===== src/design/uar_pkg.sv =====
`timescale 1ns / 1ps

package uar_pkg;

  // fixed field widths
  localparam int unsigned VALUE_W = 64;
  localparam int unsigned RADIX_W = 6;
  localparam int unsigned CHAR_W  = 7;
  localparam int unsigned DIGIT_W = 6;

  // parameter defaults
  localparam int unsigned DEF_VALUE_BITS = 64;
  localparam int unsigned DEF_MAX_DIGITS = 64;

  // quotient bits resolved per divider cycle
  localparam int unsigned STEP_BITS = 8;

  localparam logic [RADIX_W-1:0] RADIX_MIN   = 6'd2;
  localparam logic [RADIX_W-1:0] RADIX_MAX   = 6'd36;
  localparam logic [RADIX_W-1:0] RADIX_RESET = 6'd10;

  localparam logic [CHAR_W-1:0] CHAR_ZERO    = 7'd48;
  localparam logic [CHAR_W-1:0] CHAR_UPPER_A = 7'd65;
  localparam logic [CHAR_W-1:0] CHAR_LOWER_A = 7'd97;
  localparam logic [DIGIT_W-1:0] DIGIT_NINE  = 6'd9;
  localparam logic [CHAR_W-1:0] LETTER_BASE  = 7'd10;

  typedef struct packed {
    logic start;
    logic load;
  } div_ctrl_t;

  typedef struct packed {
    logic               done;
    logic               quo_zero;
    logic [DIGIT_W-1:0] rem;
  } div_stat_t;

  function automatic logic [CHAR_W-1:0] digit_char(input logic [DIGIT_W-1:0] d,
                                                   input logic upper);
    logic [CHAR_W-1:0] res;
    if (d > DIGIT_NINE) begin
      res = CHAR_W'(d) - LETTER_BASE + (upper ? CHAR_UPPER_A : CHAR_LOWER_A);
    end else begin
      res = CHAR_W'(d) + CHAR_ZERO;
    end
    return res;
  endfunction

endpackage


===== src/design/uar_if.sv =====
`timescale 1ns / 1ps

interface uar_in_if;
  import uar_pkg::*;

  logic               valid;
  logic               ready;
  logic [VALUE_W-1:0] value;
  logic [RADIX_W-1:0] radix;
  logic               upper_case;
  logic               negative;

  modport source (output valid, value, radix, upper_case, negative, input ready);
  modport sink   (input valid, value, radix, upper_case, negative, output ready);
endinterface

interface uar_out_if;
  import uar_pkg::*;

  logic              valid;
  logic              ready;
  logic [CHAR_W-1:0] ascii_char;
  logic              minus_before;
  logic              last;

  modport source (output valid, ascii_char, minus_before, last, input ready);
  modport sink   (input valid, ascii_char, minus_before, last, output ready);
endinterface


===== src/design/uar_div.sv =====
`timescale 1ns / 1ps

module uar_div #(
  parameter int unsigned VALUE_BITS = uar_pkg::DEF_VALUE_BITS
) (
  input  logic                        clk_i,
  input  logic                        rst_ni,
  input  uar_pkg::div_ctrl_t          ctrl_i,
  input  logic [VALUE_BITS-1:0]       value_i,
  input  logic [uar_pkg::RADIX_W-1:0] divisor_i,
  output uar_pkg::div_stat_t          stat_o
);
  import uar_pkg::*;

  localparam int unsigned STEPS = (VALUE_BITS + STEP_BITS - 1) / STEP_BITS;
  localparam int unsigned WP    = STEPS * STEP_BITS;
  localparam int unsigned CNT_W = $clog2(STEPS + 1);

  logic [WP-1:0]      work_q, work_d;
  logic [DIGIT_W-1:0] rem_q, rem_d;
  logic [CNT_W-1:0]   cnt_q, cnt_d;
  logic               busy_q, busy_d;
  logic               done_q, done_d;

  logic [DIGIT_W:0]   r;
  logic [STEP_BITS-1:0] qb;

  // restoring division, STEP_BITS quotient bits per cycle, msb first
  always_comb begin
    r  = {1'b0, rem_q};
    qb = '0;
    for (int i = 0; i < STEP_BITS; i++) begin
      r = {r[DIGIT_W-1:0], work_q[WP-1-i]};
      if (r >= {1'b0, divisor_i}) begin
        r = r - {1'b0, divisor_i};
        qb[STEP_BITS-1-i] = 1'b1;
      end
    end
  end

  always_comb begin
    work_d = work_q;
    rem_d  = rem_q;
    cnt_d  = cnt_q;
    busy_d = busy_q;
    done_d = 1'b0;
    if (ctrl_i.start) begin
      work_d = ctrl_i.load ? WP'(value_i) : work_q;
      rem_d  = '0;
      cnt_d  = CNT_W'(STEPS - 1);
      busy_d = 1'b1;
    end else if (busy_q) begin
      // quotient bits enter at the bottom as dividend bits leave the top
      work_d = (work_q << STEP_BITS) | WP'(qb);
      rem_d  = r[DIGIT_W-1:0];
      if (cnt_q == '0) begin
        busy_d = 1'b0;
        done_d = 1'b1;
      end else begin
        cnt_d = cnt_q - 1'b1;
      end
    end
  end

  always_ff @(posedge clk_i or negedge rst_ni) begin
    if (!rst_ni) begin
      busy_q <= 1'b0;
      done_q <= 1'b0;
      cnt_q  <= '0;
      work_q <= '0;
      rem_q  <= '0;
    end else begin
      busy_q <= busy_d;
      done_q <= done_d;
      cnt_q  <= cnt_d;
      work_q <= work_d;
      rem_q  <= rem_d;
    end
  end

  assign stat_o.done     = done_q;
  assign stat_o.quo_zero = (work_q == '0);
  assign stat_o.rem      = rem_q;

endmodule


===== src/design/uar_digit_buf.sv =====
`timescale 1ns / 1ps

module uar_digit_buf #(
  parameter int unsigned MAX_DIGITS = uar_pkg::DEF_MAX_DIGITS,
  parameter int unsigned AW         = $clog2(MAX_DIGITS)
) (
  input  logic                        clk_i,
  input  logic                        we_i,
  input  logic [AW-1:0]               waddr_i,
  input  logic [uar_pkg::DIGIT_W-1:0] wdata_i,
  input  logic                        re_i,
  input  logic [AW-1:0]               raddr_i,
  output logic [uar_pkg::DIGIT_W-1:0] rdata_o
);
  import uar_pkg::*;

  logic [DIGIT_W-1:0] mem_q [MAX_DIGITS];
  logic [DIGIT_W-1:0] rdata_q;

  always_ff @(posedge clk_i) begin
    if (we_i) begin
      mem_q[waddr_i] <= wdata_i;
    end
  end

  always_ff @(posedge clk_i) begin
    if (re_i) begin
      rdata_q <= mem_q[raddr_i];
    end
  end

  assign rdata_o = rdata_q;

endmodule


===== src/design/unsigned_to_ascii_radix_unit.sv =====
`timescale 1ns / 1ps

// Converts an unsigned value to ASCII digits in base 2..36 (out-of-range bases
// saturate), most significant digit first, one digit per output beat, with
// last on the final digit and minus_before on the first digit when negative
// is set. One input is handled at a time and in_i.ready stays low until the
// last digit beat is taken. A shared divider produces each digit with one
// division, resolving 8 quotient bits per cycle; digits go into a small
// buffer and are read back in reverse, each read (S_RD) followed by a digit
// beat (S_OUT) that holds until the output takes it. A value needing more
// than MAX_DIGITS digits yields only its MAX_DIGITS low-order digits.
module unsigned_to_ascii_radix_unit #(
  parameter int unsigned VALUE_BITS = uar_pkg::DEF_VALUE_BITS,
  parameter int unsigned MAX_DIGITS = uar_pkg::DEF_MAX_DIGITS
) (
  input  logic      clk_i,
  input  logic      rst_ni,
  uar_in_if.sink    in_i,
  uar_out_if.source out_o
);
  import uar_pkg::*;

  localparam int unsigned AW = $clog2(MAX_DIGITS);
  localparam int unsigned CW = $clog2(MAX_DIGITS + 1);

  typedef enum logic [3:0] {
    S_IDLE = 4'b0001,
    S_DIV  = 4'b0010,
    S_RD   = 4'b0100,
    S_OUT  = 4'b1000
  } state_e;

  state_e             state_q, state_d;
  logic [RADIX_W-1:0] radix_q, radix_d;
  logic               case_q, case_d;
  logic               sign_q, sign_d;
  logic [CW-1:0]      cnt_q, cnt_d;
  logic [AW-1:0]      rd_idx_q, rd_idx_d;
  logic               first_q, first_d;

  div_ctrl_t          div_ctl;
  div_stat_t          div_st;
  logic               buf_we, buf_re;
  logic [DIGIT_W-1:0] buf_rdata;
  logic [RADIX_W-1:0] radix_sat;
  logic               in_acc, out_acc;

  assign in_acc  = in_i.valid && in_i.ready;
  assign out_acc = out_o.valid && out_o.ready;

  always_comb begin
    priority if (in_i.radix < RADIX_MIN) begin
      radix_sat = RADIX_MIN;
    end else if (in_i.radix > RADIX_MAX) begin
      radix_sat = RADIX_MAX;
    end else begin
      radix_sat = in_i.radix;
    end
  end

  always_comb begin
    state_d       = state_q;
    radix_d       = radix_q;
    case_d        = case_q;
    sign_d        = sign_q;
    cnt_d         = cnt_q;
    rd_idx_d      = rd_idx_q;
    first_d       = first_q;
    div_ctl.start = 1'b0;
    div_ctl.load  = 1'b0;
    buf_we        = 1'b0;
    buf_re        = 1'b0;
    unique case (state_q)
      S_IDLE: begin
        if (in_acc) begin
          radix_d       = radix_sat;
          case_d        = in_i.upper_case;
          sign_d        = in_i.negative;
          cnt_d         = '0;
          first_d       = 1'b1;
          div_ctl.start = 1'b1;
          div_ctl.load  = 1'b1;
          state_d       = S_DIV;
        end
      end
      S_DIV: begin
        if (div_st.done) begin
          buf_we = 1'b1;
          cnt_d  = cnt_q + 1'b1;
          // a zero value still yields its single '0' on the first pass
          if (div_st.quo_zero || cnt_q == CW'(MAX_DIGITS - 1)) begin
            rd_idx_d = cnt_q[AW-1:0];
            state_d  = S_RD;
          end else begin
            div_ctl.start = 1'b1;
          end
        end
      end
      S_RD: begin
        buf_re  = 1'b1;
        state_d = S_OUT;
      end
      S_OUT: begin
        if (out_acc) begin
          first_d = 1'b0;
          if (rd_idx_q == '0) begin
            state_d = S_IDLE;
          end else begin
            rd_idx_d = rd_idx_q - 1'b1;
            state_d  = S_RD;
          end
        end
      end
      default: state_d = S_IDLE;
    endcase
  end

  always_ff @(posedge clk_i or negedge rst_ni) begin
    if (!rst_ni) begin
      state_q  <= S_IDLE;
      radix_q  <= RADIX_RESET;
      case_q   <= 1'b0;
      sign_q   <= 1'b0;
      cnt_q    <= '0;
      rd_idx_q <= '0;
      first_q  <= 1'b0;
    end else begin
      state_q  <= state_d;
      radix_q  <= radix_d;
      case_q   <= case_d;
      sign_q   <= sign_d;
      cnt_q    <= cnt_d;
      rd_idx_q <= rd_idx_d;
      first_q  <= first_d;
    end
  end

  uar_div #(
    .VALUE_BITS(VALUE_BITS)
  ) u_div (
    .clk_i    (clk_i),
    .rst_ni   (rst_ni),
    .ctrl_i   (div_ctl),
    .value_i  (in_i.value[VALUE_BITS-1:0]),
    .divisor_i(radix_q),
    .stat_o   (div_st)
  );

  uar_digit_buf #(
    .MAX_DIGITS(MAX_DIGITS),
    .AW        (AW)
  ) u_buf (
    .clk_i  (clk_i),
    .we_i   (buf_we),
    .waddr_i(cnt_q[AW-1:0]),
    .wdata_i(div_st.rem),
    .re_i   (buf_re),
    .raddr_i(rd_idx_q),
    .rdata_o(buf_rdata)
  );

  assign in_i.ready         = (state_q == S_IDLE);
  assign out_o.valid        = (state_q == S_OUT);
  assign out_o.ascii_char   = digit_char(buf_rdata, case_q);
  assign out_o.minus_before = first_q && sign_q;
  assign out_o.last         = (rd_idx_q == '0);

`ifndef SYNTHESIS
  a_no_overlap: assert property (@(posedge clk_i) disable iff (!rst_ni)
    !(in_i.ready && out_o.valid))
    else $error("input ready while a digit beat is pending");

  a_cnt_bound: assert property (@(posedge clk_i) disable iff (!rst_ni)
    cnt_q <= CW'(MAX_DIGITS))
    else $error("digit count beyond buffer depth");

  a_last_frees: assert property (@(posedge clk_i) disable iff (!rst_ni)
    (out_o.valid && out_o.ready && out_o.last) |=> in_i.ready)
    else $error("block not ready after last digit");

  a_done_in_div: assert property (@(posedge clk_i) disable iff (!rst_ni)
    div_st.done |-> (state_q == S_DIV))
    else $error("divider finished outside the divide phase");
`endif

endmodule


===== src/flat_wrapper.sv =====
// flat-port wrapper written by rule: the top's interface ports become plain ports
module unsigned_to_ascii_radix_unit_flat import uar_pkg::*;
#(
  parameter int unsigned VALUE_BITS = uar_pkg::DEF_VALUE_BITS,
  parameter int unsigned MAX_DIGITS = uar_pkg::DEF_MAX_DIGITS
)
  (clk_i, rst_ni, in_i_valid, in_i_value, in_i_radix, in_i_upper_case, in_i_negative, in_i_ready, out_o_valid, out_o_ascii_char, out_o_minus_before, out_o_last, out_o_ready);
  uar_in_if in_i_i ();
  uar_out_if out_o_i ();
  input  logic clk_i;
  input  logic rst_ni;
  input wire logic [$bits(in_i_i.valid)-1:0] in_i_valid;
  input wire logic [$bits(in_i_i.value)-1:0] in_i_value;
  input wire logic [$bits(in_i_i.radix)-1:0] in_i_radix;
  input wire logic [$bits(in_i_i.upper_case)-1:0] in_i_upper_case;
  input wire logic [$bits(in_i_i.negative)-1:0] in_i_negative;
  output wire logic [$bits(in_i_i.ready)-1:0] in_i_ready;
  output wire logic [$bits(out_o_i.valid)-1:0] out_o_valid;
  output wire logic [$bits(out_o_i.ascii_char)-1:0] out_o_ascii_char;
  output wire logic [$bits(out_o_i.minus_before)-1:0] out_o_minus_before;
  output wire logic [$bits(out_o_i.last)-1:0] out_o_last;
  input wire logic [$bits(out_o_i.ready)-1:0] out_o_ready;
  assign in_i_i.valid = in_i_valid;
  assign in_i_i.value = in_i_value;
  assign in_i_i.radix = in_i_radix;
  assign in_i_i.upper_case = in_i_upper_case;
  assign in_i_i.negative = in_i_negative;
  assign in_i_ready = in_i_i.ready;
  assign out_o_valid = out_o_i.valid;
  assign out_o_ascii_char = out_o_i.ascii_char;
  assign out_o_minus_before = out_o_i.minus_before;
  assign out_o_last = out_o_i.last;
  assign out_o_i.ready = out_o_ready;
  unsigned_to_ascii_radix_unit #(.VALUE_BITS(VALUE_BITS), .MAX_DIGITS(MAX_DIGITS)) u_core (.clk_i(clk_i), .rst_ni(rst_ni), .in_i(in_i_i), .out_o(out_o_i));
endmodule

===== config.mk =====
export PLATFORM = sky130hd
export DESIGN_NAME = unsigned_to_ascii_radix_unit_flat
export DESIGN_NICKNAME = d
export VERILOG_FILES = /design/src/design/uar_pkg.sv /design/src/design/uar_if.sv /design/src/design/uar_div.sv /design/src/design/uar_digit_buf.sv /design/src/design/unsigned_to_ascii_radix_unit.sv /design/src/flat_wrapper.sv
export SDC_FILE = /design/constraint.sdc
export NUM_CORES = 1
export LEC_CHECK = 0
export ABC_AREA = 1
export BUFFER_PORTS_ARGS = -buffer_cell sky130_fd_sc_hd__buf_2
export CAP_MARGIN = 20
export CORE_MARGIN = 2
export CORE_UTILIZATION = 55
export DETAILED_ROUTE_END_ITERATION = 6
export GPL_TIMING_DRIVEN = 0
export PLACE_DENSITY = 0.71
export SYNTH_ARGS = -nofsm -noshare
export SYNTH_HDL_FRONTEND = slang
export SYNTH_SLANG_ARGS = --single-unit

===== constraint.sdc =====
create_clock -name clk_i -period 18.8 [get_ports clk_i]
set_clock_uncertainty 0.2 [all_clocks]
set_input_delay 1.88 -clock clk_i [delete_from_list [all_inputs] [get_ports clk_i]]
set_output_delay 1.88 -clock clk_i [all_outputs]
set_load 0.02 [all_outputs]

After elaboration in Yosys (flattened, before gate mapping)

Memories as Yosys holds them, arrays and structs flattened. A register that Yosys moved wholly into a read port is not among the register bits.
Index checks and enable logic that the tools add are counted.

Memory bits (writable): 384
Memories kept: 1
Flip-flop bits (word level): 102
Word-level logic and storage cells: 130
Output and inout bits: 11
Bits of input ports: 76

Memory list:

| memory             | depth | bits a word | read ports | clocked after memory_dff | wr ports | RTL line            | text |
|---|---|---|---|---|---|---|---|
| u_core.u_buf.mem_q | 64    | 6           | 1          | 1                        | 1        | uar_digit_buf.sv:17 | `logic [DIGIT_W-1:0] mem_q [MAX_DIGITS];` |

Reductions and logical operators: 18
$add $sub $neg: 14
Bitwise operators: 1
Mux-type cells: 61
Equal/unequal tests: 12
Magnitude comparators: 11

Operator list:

| kind                                                        | number |
|---|---|
| two-way mux 64 bit                                          | 3 |
| two-way mux 6 bit                                           | 17 |
| zero test 64 bit                                            | 1 |
| bitwise OR 64 x 8 -> 64 bit                                 | 1 |
| greater-or-equal comparator 7 x 6 -> 1 bit                  | 8 |
| subtractor 6 bit                                            | 8 |
| two-way mux 4 bit                                           | 7 |
| two-way mux 1 bit                                           | 24 |
| two-way mux 7 bit                                           | 3 |
| one-hot mux 4 bit (4 select lines)                          | 1 |
| one-hot mux 7 bit (2 select lines)                          | 1 |
| one-hot mux 6 bit (2 select lines)                          | 1 |
| != test 2 bit (second input constant)                       | 5 |
| nonzero test 2 bit                                          | 4 |
| adder 6 x 6 -> 7 bit (second input constant)                | 1 |
| adder 7 x 1 -> 7 bit (second input constant)                | 1 |
| adder 7 bit                                                 | 1 |
| equality test 7 x 6 -> 1 bit (second input constant)        | 1 |
| subtractor 6 x 4 -> 7 bit (second input constant)           | 1 |
| > comparator 6 x 4 -> 1 bit (second input constant)         | 1 |
| > comparator 6 bit (second input constant)                  | 1 |
| zero test 6 bit                                             | 1 |
| less-than comparator 6 x 2 -> 1 bit (second input constant) | 1 |
| AND reduction 2 bit                                         | 3 |
| other kinds (16)                                            | 21 |

Depth between registers and ports, before layout

Word-level depth: 19
Gate-level depth with buffers: 90
Mapped depth without buffers: 89

By module

Synthesis repeated with hierarchy kept, for this count alone.

Cell total of the unflattened synthesis: 2,543
Area, all modules: 24,438.4 sq um

Modules (own cells, without submodules):

| module                       | area each (sq um) | seq. area each (sq um) | instances | cells an instance |
|---|---|---|---|---|
| uar_digit_buf                | 15,990.3          | 11,711.2               | 1         | 1,376 |
| uar_div                      | 6,416.2           | 1,901.8                | 1         | 886 |
| unsigned_to_ascii_radix_unit | 2,031.9           | 654.4                  | 1         | 281 |

Worst setup path after synthesis

No wires, ideal clock.

Kind: register to register
From: reg u_core.u_div.rem_q[1]
To: reg u_core.u_div.rem_q[4]
Setup slack: 6.182 ns
Data required time: 18.480 ns
Library setup time: 0.120 ns
Arrival time: 12.298 ns
Clock period less this slack: 12.618 ns
Stages on the path, launching flop included: 88
Cells stage by stage: dfrtp_1 > ha_1 > nand2_1 > nand2_1 > inv_1 > nand2_2 > nand2_1 > nand3_2 > buf_6 > o21ai_0 > inv_1 > ha_1 > nand3b_1 > nand3_1 > nand2_1 > nand2_1 > inv_1 > nand2_1 > [... 52 more ...] > o21a_1 > inv_1 > nor2_2 > nand3_1 > nand2_1 > inv_1 > ha_1 > a21oi_1 > o21ai_0 > a21oi_1 > nor2_1 > nor2_1 > o21a_1 > inv_1 > nor2_2 > nand3_1 > nand3_1 > nand2_1

Longest elaborated chain between the ends: 18
Elaborated cells on any way between the ends: 26
Classes of those cells: add/sub (8); order compare (8); mux (10)

Ends and longest elaborated chain:

| element                                                                               | RTL line                     | text |
|---|---|---|
| start: declaration                                                                    | uar_div.sv:20                | `logic [DIGIT_W-1:0] rem_q, rem_d;` |
| start signal: assignment                                                              | uar_div.sv:77                | `rem_q <= rem_d;` |
| subtractor 6 bit / greater-or-equal comparator 7 x 6 -> 1 bit (equally long branches) | uar_div.sv:35, uar_div.sv:34 |  |
| two-way mux 6 bit *                                                                   | uar_div.sv:34                | `if (r >= {1'b0, divisor_i}) begin` |
| subtractor 6 bit / greater-or-equal comparator 7 x 6 -> 1 bit (equally long branches) | uar_div.sv:35, uar_div.sv:34 |  |
| two-way mux 6 bit *                                                                   | uar_div.sv:34                |  |
| subtractor 6 bit / greater-or-equal comparator 7 x 6 -> 1 bit (equally long branches) | uar_div.sv:35, uar_div.sv:34 |  |
| two-way mux 6 bit *                                                                   | uar_div.sv:34                |  |
| subtractor 6 bit / greater-or-equal comparator 7 x 6 -> 1 bit (equally long branches) | uar_div.sv:35, uar_div.sv:34 |  |
| two-way mux 6 bit *                                                                   | uar_div.sv:34                |  |
| [... 2 more ...]                                                                      | n/a                          |  |
| subtractor 6 bit / greater-or-equal comparator 7 x 6 -> 1 bit (equally long branches) | uar_div.sv:35, uar_div.sv:34 |  |
| two-way mux 6 bit *                                                                   | uar_div.sv:34                |  |
| subtractor 6 bit / greater-or-equal comparator 7 x 6 -> 1 bit (equally long branches) | uar_div.sv:35, uar_div.sv:34 |  |
| two-way mux 6 bit *                                                                   | uar_div.sv:34                |  |
| subtractor 6 bit / greater-or-equal comparator 7 x 6 -> 1 bit (equally long branches) | uar_div.sv:35, uar_div.sv:34 |  |
| two-way mux 6 bit *                                                                   | uar_div.sv:34                |  |
| two-way mux 6 bit *                                                                   | uar_div.sv:52                | `end else if (busy_q) begin` |
| two-way mux 6 bit *                                                                   | uar_div.sv:47                | `if (ctrl_i.start) begin` |

Mark *: on every way between the ends. The rest lies on a longest branch, timed or not. The select of a mux whose other input is x is not followed.
A chain may end at the register's enable or synchronous reset.

Worst setup path in the final report

From: reg u_core.radix_q[1]
To: reg u_core.u_div.rem_q[4]

Longest elaborated chain between the ends: 18
Elaborated cells on any way between the ends: 26
Classes of those cells: add/sub (8); order compare (8); mux (10)

Ends and longest elaborated chain:

| element                                                                               | RTL line                            | text |
|---|---|---|
| start: declaration                                                                    | unsigned_to_ascii_radix_unit.sv:34  | `logic [RADIX_W-1:0] radix_q, radix_d;` |
| start signal: assignment                                                              | unsigned_to_ascii_radix_unit.sv:129 | `radix_q <= radix_d;` |
| subtractor 6 bit / greater-or-equal comparator 7 x 6 -> 1 bit (equally long branches) | uar_div.sv:35, uar_div.sv:34        |  |
| two-way mux 6 bit                                                                     | uar_div.sv:34                       |  |
| subtractor 6 bit / greater-or-equal comparator 7 x 6 -> 1 bit (equally long branches) | uar_div.sv:35, uar_div.sv:34        |  |
| two-way mux 6 bit                                                                     | uar_div.sv:34                       |  |
| subtractor 6 bit / greater-or-equal comparator 7 x 6 -> 1 bit (equally long branches) | uar_div.sv:35, uar_div.sv:34        |  |
| two-way mux 6 bit                                                                     | uar_div.sv:34                       |  |
| subtractor 6 bit / greater-or-equal comparator 7 x 6 -> 1 bit (equally long branches) | uar_div.sv:35, uar_div.sv:34        |  |
| two-way mux 6 bit                                                                     | uar_div.sv:34                       |  |
| [... 2 more ...]                                                                      | n/a                                 |  |
| greater-or-equal comparator 7 x 6 -> 1 bit / subtractor 6 bit (equally long branches) | uar_div.sv:34, uar_div.sv:35        |  |
| two-way mux 6 bit                                                                     | uar_div.sv:34                       |  |
| subtractor 6 bit / greater-or-equal comparator 7 x 6 -> 1 bit (equally long branches) | uar_div.sv:35, uar_div.sv:34        |  |
| two-way mux 6 bit                                                                     | uar_div.sv:34                       |  |
| subtractor 6 bit / greater-or-equal comparator 7 x 6 -> 1 bit (equally long branches) | uar_div.sv:35, uar_div.sv:34        |  |
| two-way mux 6 bit *                                                                   | uar_div.sv:34                       |  |
| two-way mux 6 bit *                                                                   | uar_div.sv:52                       |  |
| two-way mux 6 bit *                                                                   | uar_div.sv:47                       |  |

Marked as above.

==> impl_metrics.csv <==
group,metric,value,unit
route,routed_via_density,6.227,
placement,gp_congestion,1.021,
clocking,cts.repair.resized,0,
logic_synthesis,combinational_family_with_the_most_area_after_synthesis,"simple AND/OR/NAND/NOR gates",
clocking,tritoncts.num_buffers,50,
worst_setup_path,crit_fanout,10,
global_routing,via_count_of_the_first_global_routing_pass,17710,
logic_synthesis,mappedNetlistNets,2360,
global_routing,grt.total_usage,31.96,%
clocking,postCtsHoldBufs,0,
timing,timing_max_transition_violations_final,0,
timing,clock.fmax,68.33,MHz
global_routing,grt_max_degree,61,
clocking,h-tree-depth,2,
clocking,cts_post_setup_buffers_inserted,0,
worst_setup_path,path_class,"register to register",
logic_synthesis,synth_top_area_cell,"sky130_fd_sc_hd__edfxtp_1",
logic_synthesis,yosys.area_share.simple,14.21,%
status,violations,"DRC",
route,drt-wirelength-per-cell,23.83,um
logic_synthesis,post_synth_mux_area_share,0,%
logic_synthesis,post_synth.cell_area_avg,10.51,sq um
cells_and_area,nNetsFinal,2505,
floorplanning,core_region_area,41850,sq um
timing,post_layout_minimum_cycle_time,14.63,ns
worst_setup_path,start_kind,"register",
run,maxCapViolations,0,
floorplanning,die_width,209.6,um
route,detail_route.drc_violations,1,
cells_and_area,layout-drive-gt1-share,8.772,%
clocking,cts_tree,"yes",
worst_setup_path,critical-path-top-cell-by-count,"sky130_fd_sc_hd__nand2_1",
route,vias_post_dr,18270,
global_routing,antenna_found_initial,0,
worst_setup_path,setup.worst_path.end_class,"register",
logic_synthesis,post_synthesis_compound_gate_area_fraction,14.01,%
logic_synthesis,synth_adder_area_share,4.111,%
clocking,clk_pin_slew,0.06,ns
clocking,clk_path_buf_depth,3,
logic_synthesis,synth.top_cells.by_area,"sky130_fd_sc_hd__edfxtp_1 50%, sky130_fd_sc_hd__dfrtp_1 11%, sky130_fd_sc_hd__o21ai_0 6.5%, sky130_fd_sc_hd__nor2_1 5.0%, sky130_fd_sc_hd__nand2_1 4.5%",
route,detailedRoute.firstPassIterationCount,7,
clocking,cts.sink_count,492,
floorplanning,die_height,209.6,um
floorplanning,pin_count,87,
status,run_status,"complete, but fails checks",
global_routing,grt_remaining_overflow,0,
worst_setup_path,worst-endpoint-required,19.08,ns
placement,dp_hpwl,47610,um
worst_hold_path,hold_class,"register to register",
route,drtIter0Drc,2174,
logic_synthesis,synth_seq_cells,492,
logic_synthesis,netlist.area_leader.share,50.36,%
logic_synthesis,yosysWarnings,0,
logic_synthesis,synth-seq-area-share,61.36,%
worst_setup_path,cp_slowest_stage_delay,0.76,ns
cells_and_area,area_growth_syn_to_layout,12.09,%
floorplanning,initial_utilization,55.56,%
logic_synthesis,synth_area,23250,sq um
global_routing,global_route_wire_length_before_repair,104900,um
timing,slew_headroom,20.84,%
timing,fin_setup_tns,0,ns
clocking,clock_tree.root_cell,"sky130_fd_sc_hd__clkbuf_16",
worst_setup_path,worst_path_max_delay_cell,"sky130_fd_sc_hd__dfstp_2",
floorplanning,rows,75,
logic_synthesis,xor_xnor_share_of_the_synthesized_area,1.507,%
route,detail_route.wirelength,69930,um
clocking,insertion_delay,0.62,ns
timing,timing.final.hold_violations,0,
timing,period_share,77.85,%
floorplanning,die_area,43940,sq um
logic_synthesis,yosys.cell_types.count,45,
timing,timing_worst_slew_pin_value,1.187,ns
timing,report.final.setup_viol,0,
worst_setup_path,worstPathArrival,14.91,ns
logic_synthesis,netlist_instances,2213,
cells_and_area,fillers,3357,
placement,io_buffer_count,86,
timing,grt_setup_unrepaired,"no",
route,count_of_nets_left_with_antenna_violations_after_detail_routing,0,
==> synth_stat cells (all sizes together) <==
cell      n
o21a      5
nor2    319
a32oi     1
o21ai   303
and2      1
buf      10
or4       1
a21o      2
o21bai    2
a31oi    15
a21oi    43
ha       62
o221ai   36
nand3    93
nand2   289
o211ai   68
edfxtp  390
dfrtp    99
inv     180
fa        9
nor4     10
clkinv    5
o31ai     1
nor3      9
xor2     28
a32o      6
a22oi     2
o22ai    71
or2       1
xnor2    12
clkbuf   99
nand3b    2
nand4    36
dfstp     3
==> state kept, by name, summed over array words and instances, names as in the netlist <==
register	count
u_core.u_buf.mem_q	384
u_core.u_buf.rdata_o	6
u_core.u_div.cnt_q	4
u_core.rd_idx_q	6
u_core.case_q	1
u_core.u_div.work_q	64
u_core.radix_q	6
u_core.state_q	4
u_core.u_div.busy_q	1
u_core.cnt_q	7
u_core.first_q	1
u_core.u_div.done_q	1
u_core.u_div.rem_q	6
u_core.sign_q	1
==> final timing paths <==
kind | start | end | depth (start not counted) | slack, ns
setup / recovery | u_core.radix_q[1]$_DFFE_PN1P_ | u_core.u_div.rem_q[4]$_DFFE_PN0P_ | 84 | 4.17
hold / removal | u_core.sign_q$_DFFE_PN0P_ | u_core.sign_q$_DFFE_PN0P_ | 2 | 0.27
setup reg to reg | u_core.radix_q[1]$_DFFE_PN1P_ | u_core.u_div.rem_q[4]$_DFFE_PN0P_ | 84 | 4.17
hold reg to reg | u_core.sign_q$_DFFE_PN0P_ | u_core.sign_q$_DFFE_PN0P_ | 2 | 0.27
max in group asynchronous | rst_ni | u_core.state_q[0]$_DFFE_PN1P_ | 2 | 16.54
min in group asynchronous | rst_ni | u_core.u_div.work_q[35]$_DFFE_PN0P_ | 1 | 1.08
==> critical path, delay by kind of cell, from the launching register on <==
family,cells,cell delay (ns)
AND/OR/NAND/NOR,39,4.47
buffers and inverters,13,1.29
AO/OA/AOI/OAI,24,4.96
adder cells (fa/ha/maj),8,2.79
flip-flops,1,0.76
==> layout make-up <==
class | count | area (sq um) | share of cell area [%]
antenna | 1 | 2.502 | 0.009601
buffer | 109 | 422.9 | 1.623
clock buffer | 64 | 1335 | 5.122
clock inverter | 24 | 211.5 | 0.8113
inverter | 185 | 694.4 | 2.664
multi-input combinational | 1427 | 7869 | 30.19
sequential | 492 | 14270 | 54.77
tap | 539 | 674.4 | 2.587
timing repair buffer | 93 | 580.6 | 2.227
==> layer usage <==
layer,share of wire [%],GRT usage [%],vias to the layer above
met3,11,7.661,229
li1,-,-,8198
met4,5.3,16.02,0
met1,39,42.33,8744
met5,0,0,-
met2,45,49.74,1098
==> placed cells by master, fill, tap and decap left out, drive strengths merged, types with 62 or more instances in the layout <==
master | netlist | final
inv | 180 | 184
nand2 | 289 | 289
ha | 62 | 62
buf | 10 | 103
nand3 | 93 | 93
clkbuf | 99 | 163
edfxtp | 390 | 390
o21ai | 303 | 303
o211ai | 68 | 68
dfrtp | 99 | 99
o22ai | 71 | 71
nor2 | 319 | 319
==> through the flow <==
| stage | area [sq um] | hold WS (ns) | std cells | util, % | worst slack [ns] |
|---|---|---|---|---|---|
| after global placement | 24360 | 0.2572 | 2838 | 58.20 | 3.650 |
| after floorplan | 23250 | 0.2417 | 2213 | - | 6.182 |
| after CTS | 26060 | 0.2748 | 2933 | 62.27 | 4.240 |
| after global routing | 26060 | 0.3263 | 2933 | 62.27 | 2.654 |
| final | 26070 | 0.2731 | 2934 | 62.28 | 4.165 |
| after detailed placement | 24520 | 0.2591 | 2845 | 58.58 | 4.315 |
==> cells by family (layout without fill, tap and decap cells) <==
family / count (synthesis) / count (layout)
AO/OA/AOI/OAI: 555 / 555
XOR/XNOR: 40 / 40
adder cells (fa/ha/maj): 71 / 71
other: 0 / 1
flip-flops: 492 / 492
AND/OR/NAND/NOR: 761 / 761
buffers and inverters: 294 / 475
Power is left out: the tool's default activity adds up to more than one toggle a clock period on the data nets, which glitch-free logic cannot reach.
